File: src/design/private_pair_observation_table_assert.svh
// assertion macros for the pair table
`ifndef PRIVATE_PAIR_OBSERVATION_TABLE_ASSERT_SVH
`define PRIVATE_PAIR_OBSERVATION_TABLE_ASSERT_SVH

`ifndef SYNTHESIS

`define PPOT_ASSERT_SAME(label, a, c, msg) \
  label: assert property (@(posedge clk) disable iff (!rst_n) (a) |-> (c)) \
    else $error(msg);

`define PPOT_ASSERT_NEXT(label, a, c, msg) \
  label: assert property (@(posedge clk) disable iff (!rst_n) (a) |=> (c)) \
    else $error(msg);

`else

`define PPOT_ASSERT_SAME(label, a, c, msg)

`define PPOT_ASSERT_NEXT(label, a, c, msg)

`endif

`endif

File: src/design/ppot_pkg.sv
package ppot_pkg;

  localparam int ADDR_W = 5;
  localparam int DATA_W = 32;
  localparam int PORT_W = 16;
  localparam int LIFE_W = 20;
  localparam int SLOT_W = 6;
  localparam int NUM_PORTS = 4;

  localparam logic [2:0] REG_PORT0 = 3'd0;
  localparam logic [2:0] REG_PORT1 = 3'd1;
  localparam logic [2:0] REG_PORT2 = 3'd2;
  localparam logic [2:0] REG_PORT3 = 3'd3;
  localparam logic [2:0] REG_LIFE  = 3'd4;

  localparam logic [LIFE_W-1:0] LIFE_RESET = 20'd20000;

  localparam logic OP_OBSERVE = 1'b0;
  localparam logic OP_QUERY   = 1'b1;

  typedef struct packed {
    logic [NUM_PORTS-1:0][PORT_W-1:0] port;
    logic [LIFE_W-1:0]                life;
  } cfg_t;

  typedef struct packed {
    logic        valid;
    logic [31:0] lo;
    logic [31:0] hi;
    logic [31:0] seen;
  } entry_t;

  typedef struct packed {
    logic pair_hit;
    logic live;
    logic older;
  } cmp_res_t;

endpackage

File: src/design/ppot_cfg.sv
module ppot_cfg (
  input  logic                         clk,
  input  logic                         rst_n,
  input  logic                         psel,
  input  logic                         penable,
  input  logic                         pwrite,
  input  logic [ppot_pkg::ADDR_W-1:0]  paddr,
  input  logic [ppot_pkg::DATA_W-1:0]  pwdata,
  output logic [ppot_pkg::DATA_W-1:0]  prdata,
  output logic                         pready,
  output ppot_pkg::cfg_t               cfg
);

  logic [ppot_pkg::NUM_PORTS-1:0][ppot_pkg::PORT_W-1:0] port_r, port_nxt;
  logic [ppot_pkg::LIFE_W-1:0] life_r, life_nxt;
  logic [2:0] idx;
  logic       wr;

  assign idx    = paddr[4:2];
  assign wr     = psel && penable && pwrite;
  assign pready = 1'b1;

  always_comb begin
    port_nxt = port_r;
    life_nxt = life_r;
    if (wr) begin
      case (idx)
        ppot_pkg::REG_PORT0: port_nxt[0] = pwdata[ppot_pkg::PORT_W-1:0];
        ppot_pkg::REG_PORT1: port_nxt[1] = pwdata[ppot_pkg::PORT_W-1:0];
        ppot_pkg::REG_PORT2: port_nxt[2] = pwdata[ppot_pkg::PORT_W-1:0];
        ppot_pkg::REG_PORT3: port_nxt[3] = pwdata[ppot_pkg::PORT_W-1:0];
        ppot_pkg::REG_LIFE:  life_nxt    = pwdata[ppot_pkg::LIFE_W-1:0];
        default: ;
      endcase
    end
  end

  always_comb begin
    case (idx)
      ppot_pkg::REG_PORT0: prdata = {16'd0, port_r[0]};
      ppot_pkg::REG_PORT1: prdata = {16'd0, port_r[1]};
      ppot_pkg::REG_PORT2: prdata = {16'd0, port_r[2]};
      ppot_pkg::REG_PORT3: prdata = {16'd0, port_r[3]};
      ppot_pkg::REG_LIFE:  prdata = {12'd0, life_r};
      default:             prdata = '0;
    endcase
  end

  always_ff @(posedge clk) begin
    if (!rst_n) begin
      port_r <= '0;
      life_r <= ppot_pkg::LIFE_RESET;
    end else begin
      port_r <= port_nxt;
      life_r <= life_nxt;
    end
  end

  assign cfg.port = port_r;
  assign cfg.life = life_r;

endmodule

File: config.mk
export PLATFORM = sky130hd
export DESIGN_NAME = ppot_cfg
export DESIGN_NICKNAME = d
export VERILOG_FILES = /design/src/design/private_pair_observation_table_assert.svh /design/src/design/ppot_pkg.sv /design/src/design/ppot_cfg.sv
export SDC_FILE = /design/constraint.sdc
export NUM_CORES = 1
export LEC_CHECK = 0
export ABC_AREA = 1
export BUFFER_PORTS_ARGS = -buffer_cell sky130_fd_sc_hd__buf_2
export CAP_MARGIN = 40
export CORE_UTILIZATION = 30
export CTS_CLUSTER_SIZE = 25
export DETAILED_ROUTE_END_ITERATION = 16
export GPL_ROUTABILITY_DRIVEN = 0
export HOLD_SLACK_MARGIN = 0.05
export RECOVER_POWER = 50
export SYNTH_ARGS = -nofsm -noshare
export SYNTH_HDL_FRONTEND = slang
export SYNTH_SLANG_ARGS = --single-unit
export TNS_END_PERCENT = 100
File: constraint.sdc
create_clock -name clk -period 1.2 [get_ports clk]
set_input_delay 0.06 -clock clk [delete_from_list [all_inputs] [get_ports clk]]
set_output_delay 0.06 -clock clk [all_outputs]
set_load 0.01 [all_outputs]
Word level (Yosys, flattened, before mapping)
Index checks and enable logic that the tools add are counted.
Operators by class
  add/sub/neg operators: 0
  multipliers: 0
  div/mod/pow operators: 0
  $lt $le $gt $ge: 0
  equal/unequal tests: 4
  shifts and indexed selects: 0
  mux-type cells: 1
  bitwise operators: 0
  reductions and logical operators: 8
Operator list (count)
  20-bit one-hot mux with 5 select lines: 1
  2-bit AND reduction: 5
  3-bit by 2-bit equality test with 1-bit output, second input constant: 2
  3-bit by 1-bit equality test with 1-bit output, second input constant: 1
  3-bit equality test, second input constant: 1
  3-bit zero test: 1
  1-bit logical AND: 2
Word-level totals
  bits in registers: 84
  bits in latches: 0
  memory bits (writable): 0
  memory bits (read-only): 0
  input bits: 42
  output and inout port bits: 117
  word-level logic and storage cells: 18
  memories: 0

Depth between registers and ports, before layout
  depth after elaboration: 3
  mapped depth: 8

Worst setup path before layout
Ideal clock, no wire load.
  path kind: input-to-reg
  start point: input paddr[4] (netlist bit)
  end point: register port_r, in the netlist cfg[49]
  data arrival time: 911 ps
  data required time: 1087 ps
  path slack: 176 ps
  cell stages on the path: 8
  path buffers: 2
  cells stage by stage: buf_6 -> clkinv_4 -> nand2_1 -> nor2_2 -> buf_4 -> nand3_1 -> nand2_1 -> nor2_1
Between the ends
  cells in the longest elaborated chain, start to end: 2
RTL lines
  from (decl): line ppot_cfg.sv:7  | input logic [ppot_pkg::ADDR_W-1:0] paddr,
  3-bit by 1-bit equality test with 1-bit output: line ppot_cfg.sv:27  | case (idx)
  2-bit AND reduction (no source line)
  to (signal assigned): line ppot_cfg.sv:54  | port_r <= port_nxt;
  to (decl): line ppot_cfg.sv:14  | logic [ppot_pkg::NUM_PORTS-1:0][ppot_pkg::PORT_W-1:0] port_r, port_nxt;
No other way between the ends.
A chain may end at the register's enable or synchronous reset.

Final worst setup path
  start point: register port_r, in the netlist cfg[75]
  end point: output prdata[7] (netlist bit)
Between the ends
  cells in the longest elaborated chain, start to end: 1
RTL lines
  20-bit one-hot mux with 5 select lines: line ppot_cfg.sv:39  | case (idx)
  to (decl): line ppot_cfg.sv:9  | output logic [ppot_pkg::DATA_W-1:0] prdata,
No other way between the ends.

==> results.md <==
* Placed cells at 980
* Num CTS Buffers at 9
* Dpl hpwl at 10.9 mm
* Actual slew at the worst max-slew pin at 0.582 ns
* Final Cycle Share at 103%
* Worst Path Arrival at 1.17 ns
* Max Root-Sink Buffers at 2
* Final max-slew violation count at 0
* Hold crit path type: input pin to register
* Sequential-to-total area share from yosys stat at 38.5%
* Crit-path max FO at 2
* Status: finished, violations left
* Hold Path Origin: pwdata[4]
* Final WL at 15.5 mm
* Final hold violations at 0
* Worst hold path depth at 5
* Clock skew at 0 ns
* Global-route wire length before repair at 24.0 mm
* Fin util at 42.7%
* Failing checks: negative setup slack
* Unrepaired setup endpoints after global routing: true
* Nets at 882
* DP Area at 5370 um2
* Max-cap check violation count at 0
* Routed Antenna Nets at 0
* Die area at 15100 um2
* Mapped Cells at 673
* Die Span X at 123 um
* Initial antenna violation count at 0
* Initial core utilization at 31.1%
* H-tree depth at 3
* Vias in the first global route at 4325
* Cell depth of the worst flop-to-flop path at 3
* Worst reg-to-reg setup slack at 0.49 ns
* Core ar. at 14000 um2
* Most common cell after layout, fill and taps aside: nor2_1
* Commonest cells after routing, fill and taps aside: nor2_1, nand2_1, buf_2
* Worst r2r dst: cfg[76]
* Chip height at 123 um
* Clk sink count at 84
* Final worst-path setup slack at -0.0311 ns
* Largest net degree at the start of global routing at 85
* Leak pwr at 2.96 nW
* CP required at 1.14 ns
* Pre-Repair DR Iteration Count at 5
* Period minus WS final at 1.23 ns
* Synth Cell Area at 4370 um2
* N_diodes at 0
* Clock transition at the registers of the reported paths at 0.07 ns
* Startpoint Class: register
* FF+latch count, synth at 84
* Reg2reg start: cfg[76]
* First DRT Iteration DRCs at 319
* Share of cells above drive strength 1 at 32.2%
* Post-Layout Cell Count at 1025
* Syn-to-layout area delta at 37.2%
* Slew margin rel. at 61.2%
* # DRC at 0
* Port-buffer cells at 131
* Syn Area/Cell at 6.49 um2
* # setup viols final at 6
* Distinct cell type count after synthesis at 20
* Congestion Overflow GR at 0
* Hold Path Sink: cfg[56]
* WS Path Type: register to primary output
* Drt via density at 4.62
* Io pins at 159
* PwrDens at 1080 nW/um2
* CTS root buffer: clkbuf_16
* VDD IR max at 642 uV
* Drt wl/cell at 15.1 um
* Clk_lat worst skew at 0.33 ns
* Final Cell Area at 5990 um2
* Gr usage total at 21.4%
* CTS tree: done
* Via count at 4735
* Fill count at 1498
* Endpoint class of the critical path: primary output
* Max Clk Rate at 812 MHz
* Warnings from Yosys at 0
* Num rows at 43
[per-stage QoR]
stage / setup WS [ns] / hold WS (ns) / TNS, ns / total power (W)
global placement: 0.0000172 / 0.296 / 0 / 0.00365
global route: -0.0833 / 0.174 / -1.57 / 0.00675
detailed placement: -0.00614 / 0.303 / -0.00614 / 0.00365
finish: -0.0311 / 0.136 / -0.0946 / 0.00650
CTS: -0.0686 / 0.131 / -0.135 / 0.00652
floorplan: 0.176 / 0.186 / 0 / 0.00337
[how the worst max path moves through the flow]
stage | from | slack, ns | end | depth (start not counted)
6_report | cfg[75] | -0.03 | prdata[7] | 5
5_1_grt | cfg[75] | -0.08 | prdata[7] | 5
4_1_cts | cfg[75] | -0.07 | prdata[7] | 5
3_5_place_dp | paddr[3] | -0.006 | prdata[8] | 8
3_3_place_gp | paddr[2] | 0.00002 | prdata[8] | 8
2_1_floorplan | paddr[4] | 0.18 | cfg[49] | 8
[area by class of cell]
cell class / instances / area (um2) / share of cell area, %
sequential: 84 / 1720 / 28.7
clock inverter: 6 / 63.8 / 1.06
timing repair buffer: 202 / 1280 / 21.3
tap: 180 / 225 / 3.76
multi-input combinational: 513 / 2350 / 39.2
clock buffer: 10 / 239 / 3.99
inverter: 30 / 118 / 1.96
[cell families (layout without fill, tap and decap cells)]
| logic type | after synthesis | count (layout) | synth area share [%] |
|---|---|---|---|
| flip-flops | 84 | 84 | 38.5 |
| buffers and inverters | 87 | 248 | 10.9 |
| AND/OR/NAND/NOR | 500 | 500 | 50.4 |
| other | 2 | 13 | 0.172 |
[critical path, cell delays in order, from the launching register on]
cell	delay [ns]
dfxtp_2	0.33
nand4_1	0.09
nand2_2	0.09
nor2_4	0.12
nand2_2	0.08
buf_6	0.12
[sequential cells by signal (all words and copies together) (netlist names)]
name,cells
life_r,20
cfg,64
[power by group]
part	internal, W	total, W	switching, W	leakage (nW)
registers	0.00283	0.00285	0.0000271	0.693
clock network	0.00167	0.00287	0.00120	0.144
logic	0.000281	0.000778	0.000498	2.12
total	0.00477	0.00650	0.00173	2.96
[cell usage after synthesis (all sizes together)]
cell type	instances	area, um2
clkinv	1	8.76
nand3	117	648
dfxtp	84	1680
nand4	16	100
buf	39	293
nand2	177	667
clkbuf	18	67.6
inv	29	109
conb	2	7.51
nor2	190	787
[routing by layer]
metal / vias to the layer above / global-route usage, % / wire length (um) / part of all wire, %
li1: 2424 / - / - / -
met1: 2123 / 27.5 / 6720 / 43
met2: 162 / 35.7 / 7460 / 48
met3: 26 / 3.35 / 911 / 5.9
met4: 0 / 8.16 / 393 / 2.5
met5: - / 0 / 0 / 0
[timing repair]
action,in CTS,in global routing
hold buffers,9,0
gates resized for setup,43,36
pin swaps,26,13
hold endpoints to repair,9,0
buffers inserted,14,6
setup endpoints to repair,15,16
Power figures use the tool's default switching activity.
