`config.mk`:
```
export PLATFORM = sky130hd
export DESIGN_NAME = ppot_cmp
export DESIGN_NICKNAME = d
export VERILOG_FILES = /design/src/design/private_pair_observation_table_assert.svh /design/src/design/ppot_pkg.sv /design/src/design/ppot_cmp.sv
export SDC_FILE = /design/constraint.sdc
export NUM_CORES = 1
export LEC_CHECK = 0
export ABC_CLOCK_PERIOD_IN_PS = 4800
export BUFFER_PORTS_ARGS = -buffer_cell sky130_fd_sc_hd__buf_2
export CORE_UTILIZATION = 40
export DETAILED_ROUTE_END_ITERATION = 10
export PLACE_DENSITY = 0.75
export SETUP_SLACK_MARGIN = 0.1
export SYNTH_ARGS = -nofsm -noshare
export SYNTH_HDL_FRONTEND = slang
export SYNTH_SLANG_ARGS = --single-unit
export TNS_END_PERCENT = 100
```
`constraint.sdc`:
```
create_clock -name vclk -period 4.8
set_input_delay 0.48 -clock vclk [all_inputs]
set_output_delay 0.48 -clock vclk [all_outputs]
set_load 0.01 [all_outputs]
```
`src/design/private_pair_observation_table_assert.svh`:
```
// assertion macros for the pair table
`ifndef PRIVATE_PAIR_OBSERVATION_TABLE_ASSERT_SVH
`define PRIVATE_PAIR_OBSERVATION_TABLE_ASSERT_SVH

`ifndef SYNTHESIS

`define PPOT_ASSERT_SAME(label, a, c, msg) \
  label: assert property (@(posedge clk) disable iff (!rst_n) (a) |-> (c)) \
    else $error(msg);

`define PPOT_ASSERT_NEXT(label, a, c, msg) \
  label: assert property (@(posedge clk) disable iff (!rst_n) (a) |=> (c)) \
    else $error(msg);

`else

`define PPOT_ASSERT_SAME(label, a, c, msg)

`define PPOT_ASSERT_NEXT(label, a, c, msg)

`endif

`endif

```
`src/design/ppot_pkg.sv`:
```
package ppot_pkg;

  localparam int ADDR_W = 5;
  localparam int DATA_W = 32;
  localparam int PORT_W = 16;
  localparam int LIFE_W = 20;
  localparam int SLOT_W = 6;
  localparam int NUM_PORTS = 4;

  localparam logic [2:0] REG_PORT0 = 3'd0;
  localparam logic [2:0] REG_PORT1 = 3'd1;
  localparam logic [2:0] REG_PORT2 = 3'd2;
  localparam logic [2:0] REG_PORT3 = 3'd3;
  localparam logic [2:0] REG_LIFE  = 3'd4;

  localparam logic [LIFE_W-1:0] LIFE_RESET = 20'd20000;

  localparam logic OP_OBSERVE = 1'b0;
  localparam logic OP_QUERY   = 1'b1;

  typedef struct packed {
    logic [NUM_PORTS-1:0][PORT_W-1:0] port;
    logic [LIFE_W-1:0]                life;
  } cfg_t;

  typedef struct packed {
    logic        valid;
    logic [31:0] lo;
    logic [31:0] hi;
    logic [31:0] seen;
  } entry_t;

  typedef struct packed {
    logic pair_hit;
    logic live;
    logic older;
  } cmp_res_t;

endpackage

```
`src/design/ppot_cmp.sv`:
```
module ppot_cmp (
  input  ppot_pkg::entry_t              ent,
  input  logic [31:0]                   lo,
  input  logic [31:0]                   hi,
  input  logic [31:0]                   now,
  input  logic [ppot_pkg::LIFE_W-1:0]   life,
  input  logic [31:0]                   oldest,
  output ppot_pkg::cmp_res_t            res
);

  logic [31:0] age;

  assign age          = now - ent.seen;
  assign res.pair_hit = ent.valid && (ent.lo == lo) && (ent.hi == hi);
  assign res.live     = (now >= ent.seen) && (age < {12'd0, life});
  assign res.older    = ent.seen < oldest;

endmodule

```
==> Word-level counts from Yosys, hierarchy flattened <==
Index checks and enable logic that the tools add are counted.
Widths: inputs -> output; s select.
{ "classes": {"n_lt_le_gt_ge": 3, "add_sub_neg": 1, "reduce_logical": 3, "n_eq_ne": 2} }
{ "ops": {"columns": ["cell", "n"], "rows": [
  ["$eq 32x32->1", 2],
  ["$ge 32x32->1", 1],
  ["$lt 32x20->1", 1],
  ["$lt 32x32->1", 1],
  ["$sub 32x32->32", 1],
  ["$logic_and 1x1->1", 3]
]} }
{ "word_totals": {"out_inout_bits": 3, "reg_bits": 0} }

==> Depth between registers and ports, before layout <==
Gate-level depths: netlist of run 1.
{ "depth": {"depth_word": 3, "mapped_depth": 21, "mapped_depth_nobuf": 21} }

==> Worst setup path after synthesis of run 1 <==
OpenSTA, ideal clock, no wires.
{ "synth_path": {"path_kind": "in2out", "startpoint": "input port now[0]", "endpoint": "output port res[1] (netlist name)", "setup_slack_ns": 0.471, "t_arrival_ns": 3.849, "stages": 18, "path_cell_list": "inv_1 -> ha_1 -> inv_1 -> fa_1 -> a21o_1 -> a221oi_2 -> o21ai_0 -> xor2_1 -> ha_1 -> a211oi_1 -> o21bai_1 -> a211oi_1 -> o21ai_0 -> a2111oi_0 -> o211ai_1 -> a2111oi_2 -> o2111ai_1 -> nor2_1"} }
{ "synth_lines": {"columns": ["item", "line", "source"], "rows": [
  ["start, declared", "ppot_cmp.sv:5", "input logic [31:0] now,"],
  ["end, declared", "ppot_cmp.sv:8", "output ppot_pkg::cmp_res_t res"]
]} }

==> flow_summary.toml, run 1 <==
[setup_path]
cp_top_family = "compound AO/OA/AOI/OAI gates"
setup.worst_path.class = "in2out"
start_kind = "input port"
cp_cell_sequence = "buf_6 -> inv_4 -> ha_4 -> inv_2 -> fa_2 -> a21o_1 -> a221oi_4 -> o31ai_4 -> xor2_1 -> ha_1 -> o21ai_2 -> o21bai_1 -> a211oi_1 -> o21ai_1 -> a2111oi_4 -> o211ai_1 -> a2111oi_2 -> o2111ai_1 -> nor2_1 -> buf_2"
startpoint = "now[0]"
path_buf_inv = 4
arrival_ps = 4130
crit_required_ps = 4320
max_stage_delay_ps = 390
cp_slowest_cell = "a221oi_4"
cp-end-kind = "primary output"
crit_fanout = 4

[job]
maxCapViolations = 0

[finish]
regArea_um2 = 0
multi_input_area_um2 = 3695
fin_nets = 1160
finalNonFillerCells = 965
nFillCells = 987
mostFrequentLayoutCell = "buf_2"
final_cell_mix = "buf_2, inv_1, ha_1"
clkbuf_count = 0
syn2layout_area_growth_pct = 38.96
drive_above_1_share_pct = 34.10
design.seq.count = 0

[sta]
max_slew_margin_pct = 56.83
max_clock_freq_ghz = 0.2169
fin_crit_ps = 4611
worst_hold_slack_ps = 1373
tightest_slew_ps = 631.3
setup_violations = 0
finalCritPeriodShare_pct = 96.06
hold_viol_final = 0
rsz0062_at_grt = "true"
slew_violations = 0

[drt]
wirelength_mm = 14.59
ant_nets = 0
vias = 5095
post-route-drc-count = 0
drtIter0Drc = 158
wl_per_cell_um = 15.12
drtPass1Iterations = 5
viasPerCell = 5.280

[yosys]
synth_area_per_cell_um2 = 6.892
yosysWarnings = 0
ys_seq_area_share_pct = 0
ys_types = 57
synth_area_um2 = 4011
synth_nets = 910
syn_inst = 582

[place]
portBuffers = 248
place_inst = 960
hpwlAfterDp_mm = 13.11
gp_congestion = 0.8924

[global_route]
grt_pass1_vias = 4702
grt_pass1_wl_mm = 21.69
grt_overflow = 0
antenna_found_initial = 1
grt_usage_pct = 26.50
grt_max_degree = 10

[floorplan]
die_width_um = 102.1
boundaryPins = 248
design.die.area_um2 = 10430
rows = 36
core-area_um2 = 9729
initial_core_util_pct = 41.23
die_h_um = 102.1

[power]
p_leak_nw = 3.085
peakVddDrop_uv = 41.29
power_density_nw_per_um2 = 114.3

[min_path]
hold_class = "in2out"
hold_start = "ent[66]"
whs_endpoint = "res[2]"
hold_path_depth = 5

[outcome]
outcome = "completed"
==> cells in the mapped netlist (6+ instances only) <==
library cell | number | area share [%]
inv_1 | 104 | 9.7
ha_1 | 82 | 26
xor2_1 | 53 | 12
a21oi_1 | 45 | 5.6
nand2_1 | 38 | 3.6
o21ai_0 | 26 | 3.2
xnor2_1 | 25 | 5.5
nor2_1 | 23 | 2.2
nand4_1 | 21 | 3.3
nor4_1 | 15 | 2.3
a21o_1 | 14 | 2.6
nor3_1 | 10 | 1.2
nand3_1 | 9 | 1.1
a31oi_1 | 8 | 1.2
clkbuf_1 | 8 | 0.75
nand2b_1 | 7 | 1.1
nor2b_1 | 7 | 1.1
o211ai_1 | 7 | 1.3
o2111ai_1 | 6 | 1.3
==> worst min-delay path, delay by kind of cell <==
kind / cells / cell delay, ps
XOR/XNOR: 1 / 60
buffers and inverters: 2 / 250
AND/OR/NAND/NOR: 2 / 100
==> how the worst max path moves through the flow <==
| stage | depth (start not counted) | to |
|---|---|---|
| floorplan | 18 | res[1] |
| global placement | 20 | res[1] |
| detailed placement | 20 | res[1] |
| CTS | 20 | res[1] |
| global route | 20 | res[1] |
| finish | 20 | res[1] |
==> area by class of cell <==
class                           instances  share of cell area (%)
Inverter                              104                   7.048
Tap cell                              133                   2.985
Timing Repair Buffer                  257                   23.59
Antenna cell                            2                 0.08979
Multi-Input combinational cell        469                   66.28
==> logic make-up after synthesis <==
logic type                 Yosys count  synth area share, %
muxes                                2               0.5302
AOI/OAI and AO/OA                  158                26.64
buffers and inverters              113                10.60
adders and majority gates           83                26.08
xor gates and xnor gates            78                17.03
and+or+nand+nor                    148                19.12
==> metal layers <==
layer  wire [um]  track usage (%)  share of wire [%]  up-vias
met5           0                0                  0        -
met4         309            5.165                2.1        0
met3         926            3.625                6.3       20
met2        7620            51.32                 52      194
met1        5733            30.73                 39     2288
li1            -                -                  -     2593
==> where the power goes <==
| group | leakage, nW | switching [W] | internal (W) |
|---|---|---|---|
| combinational | 3.08 | 0.000336 | 0.000301 |
| clock | 0.0000127 | 0 | 0.0000000000557 |
| sequential | 0 | 0 | 0 |
==> what timing repair did <==
action	CTS	global route
buffers inserted	0	3
pin swaps	1	24
hold buffers	0	0
resized for setup	7	20
endpoints found under the setup margin	1	1
gates cloned	0	0
==> stage by stage <==
stage	power, W	setup slack (ps)	instance area (um^2)	utilization (%)	TNS (ps)
final	0.0006370	188.9	5574	57.29	0
after global routing	0.0007074	-45.05	5572	57.27	-45.05
after floorplan	0.0003807	470.8	4011	-	0
after CTS	0.0006053	102.7	5466	56.19	0
after detailed placement	0.0005928	-96.97	5429	55.80	-96.97
after global placement	0.0005859	54.90	5429	55.80	0
Note: power is estimated with default switching activity, not from simulation.
==> run 2, diff against run 1 <==
- RECOVER_POWER: unset -> 25
- SLEW_MARGIN: unset -> 20
==> flow_summary.toml, run 2 (same netlist as run 1, synthesis figures left out) <==
[finish]
syn2layout_area_growth_pct = 38.93
final_core_util_pct = 57.28
final_area_um2 = 5573
mostFrequentLayoutCell = "buf_2"
regArea_um2 = 0
drive_above_1_share_pct = 33.98
clkbuf_count = 0
fin_nets = 1160
design.seq.count = 0
final_cell_mix = "buf_2, inv_1, ha_1"

[floorplan]
rows = 36
design.die.area_um2 = 10430
core-area_um2 = 9729
boundaryPins = 248
die_h_um = 102.1
initial_core_util_pct = 41.23
die_width_um = 102.1

[place]
placed_cell_area_um2 = 5429
gp_congestion = 0.8924
hpwlAfterDp_mm = 13.11
portBuffers = 248

[setup_path]
startpoint = "now[0]"
cp-end-kind = "primary output"
path_buf_inv = 4
crit_required_ps = 4320
start_kind = "input port"
cp_top_family = "compound AO/OA/AOI/OAI gates"
max_stage_delay_ps = 390
arrival_ps = 4130
setup.worst_path.class = "in2out"
cp_slowest_cell = "a221oi_4"
cp_cell_sequence = "buf_6 -> inv_4 -> ha_4 -> inv_2 -> fa_2 -> a21o_1 -> a221oi_4 -> o31ai_4 -> xor2_1 -> ha_1 -> o21ai_2 -> o21bai_1 -> a211oi_1 -> o21ai_1 -> a2111oi_4 -> o211ai_1 -> a2111oi_2 -> o2111ai_1 -> nor2_1 -> buf_2"
crit_fanout = 4

[global_route]
grt_pass1_wl_mm = 21.69
use_met3_pct = 3.625
grt_overflow = 0
grt_pass1_vias = 4702
grt_usage_pct = 26.50
antenna_found_initial = 1
use_met1_pct = 30.73
grt_max_degree = 10
busiest_layer = "met2"
gr-usage-met2_pct = 51.32

[sta]
tightest_slew_ps = 631.3
slew_violations = 0
fin_crit_ps = 4611
setup_tns_ps = 0
hold_viol_final = 0
max_clock_freq_ghz = 0.2169
max_slew_margin_pct = 56.83
finalCritPeriodShare_pct = 96.06
rsz0062_at_grt = "true"
setup_violations = 0
worst_hold_slack_ps = 1401

[job]
maxCapViolations = 0

[drt]
wl_per_cell_um = 15.12
ant_nets = 0
drtIter0Drc = 158
viasPerCell = 5.280
wirelength_mm = 14.59
post-route-drc-count = 0
drtPass1Iterations = 5
vias = 5095

[power]
p_leak_nw = 3.080
peakVddDrop_uv = 41.29
total_power_w = 0.0006370
power_density_nw_per_um2 = 114.3

[min_path]
hold_class = "in2out"
hold_start = "ent[66]"

[outcome]
outcome = "completed"

[clock_network]
holdBufCountCts = 0
run 2: power by group:
group / switching (W) / internal [W] / leakage (nW)
logic: 0.000336 / 0.000301 / 3.08
clock network: 0 / 0.0000000000557 / 0.0000127
registers: 0 / 0 / 0
run 2: through the flow:
step                setup slack (ps)  instances
floorplan                      470.8        582
global placement               54.90        960
detailed placement            -96.97        960
CTS                            102.7        960
global route                  -45.05        964
finish                         188.9        965
run 2: worst paths after layout:
kind      to  slack (ps)  cells after the start
max   res[1]         190                     20
min   res[2]        1400                      5
run 2: timing repair:
| item | CTS | global route |
|---|---|---|
| buffers inserted | 0 | 3 |
| gates resized for setup | 7 | 20 |
| pin swaps | 1 | 24 |
| setup endpoints to repair | 1 | 1 |
| hold endpoints to repair | 0 | 0 |
run 2: per-layer routing:
metal / part of all wire (%) / wire, um
met2: 52 / 7620
met4: 2.1 / 309
met3: 6.3 / 926
met5: 0 / 0
met1: 39 / 5735
run 2: layout make-up:
type | count | area (um^2)
antenna | 2 | 5.005
fill | 988 | 4156
inverter | 104 | 392.9
multi-input combinational | 469 | 3695
tap | 133 | 166.4
timing repair buffer | 257 | 1314
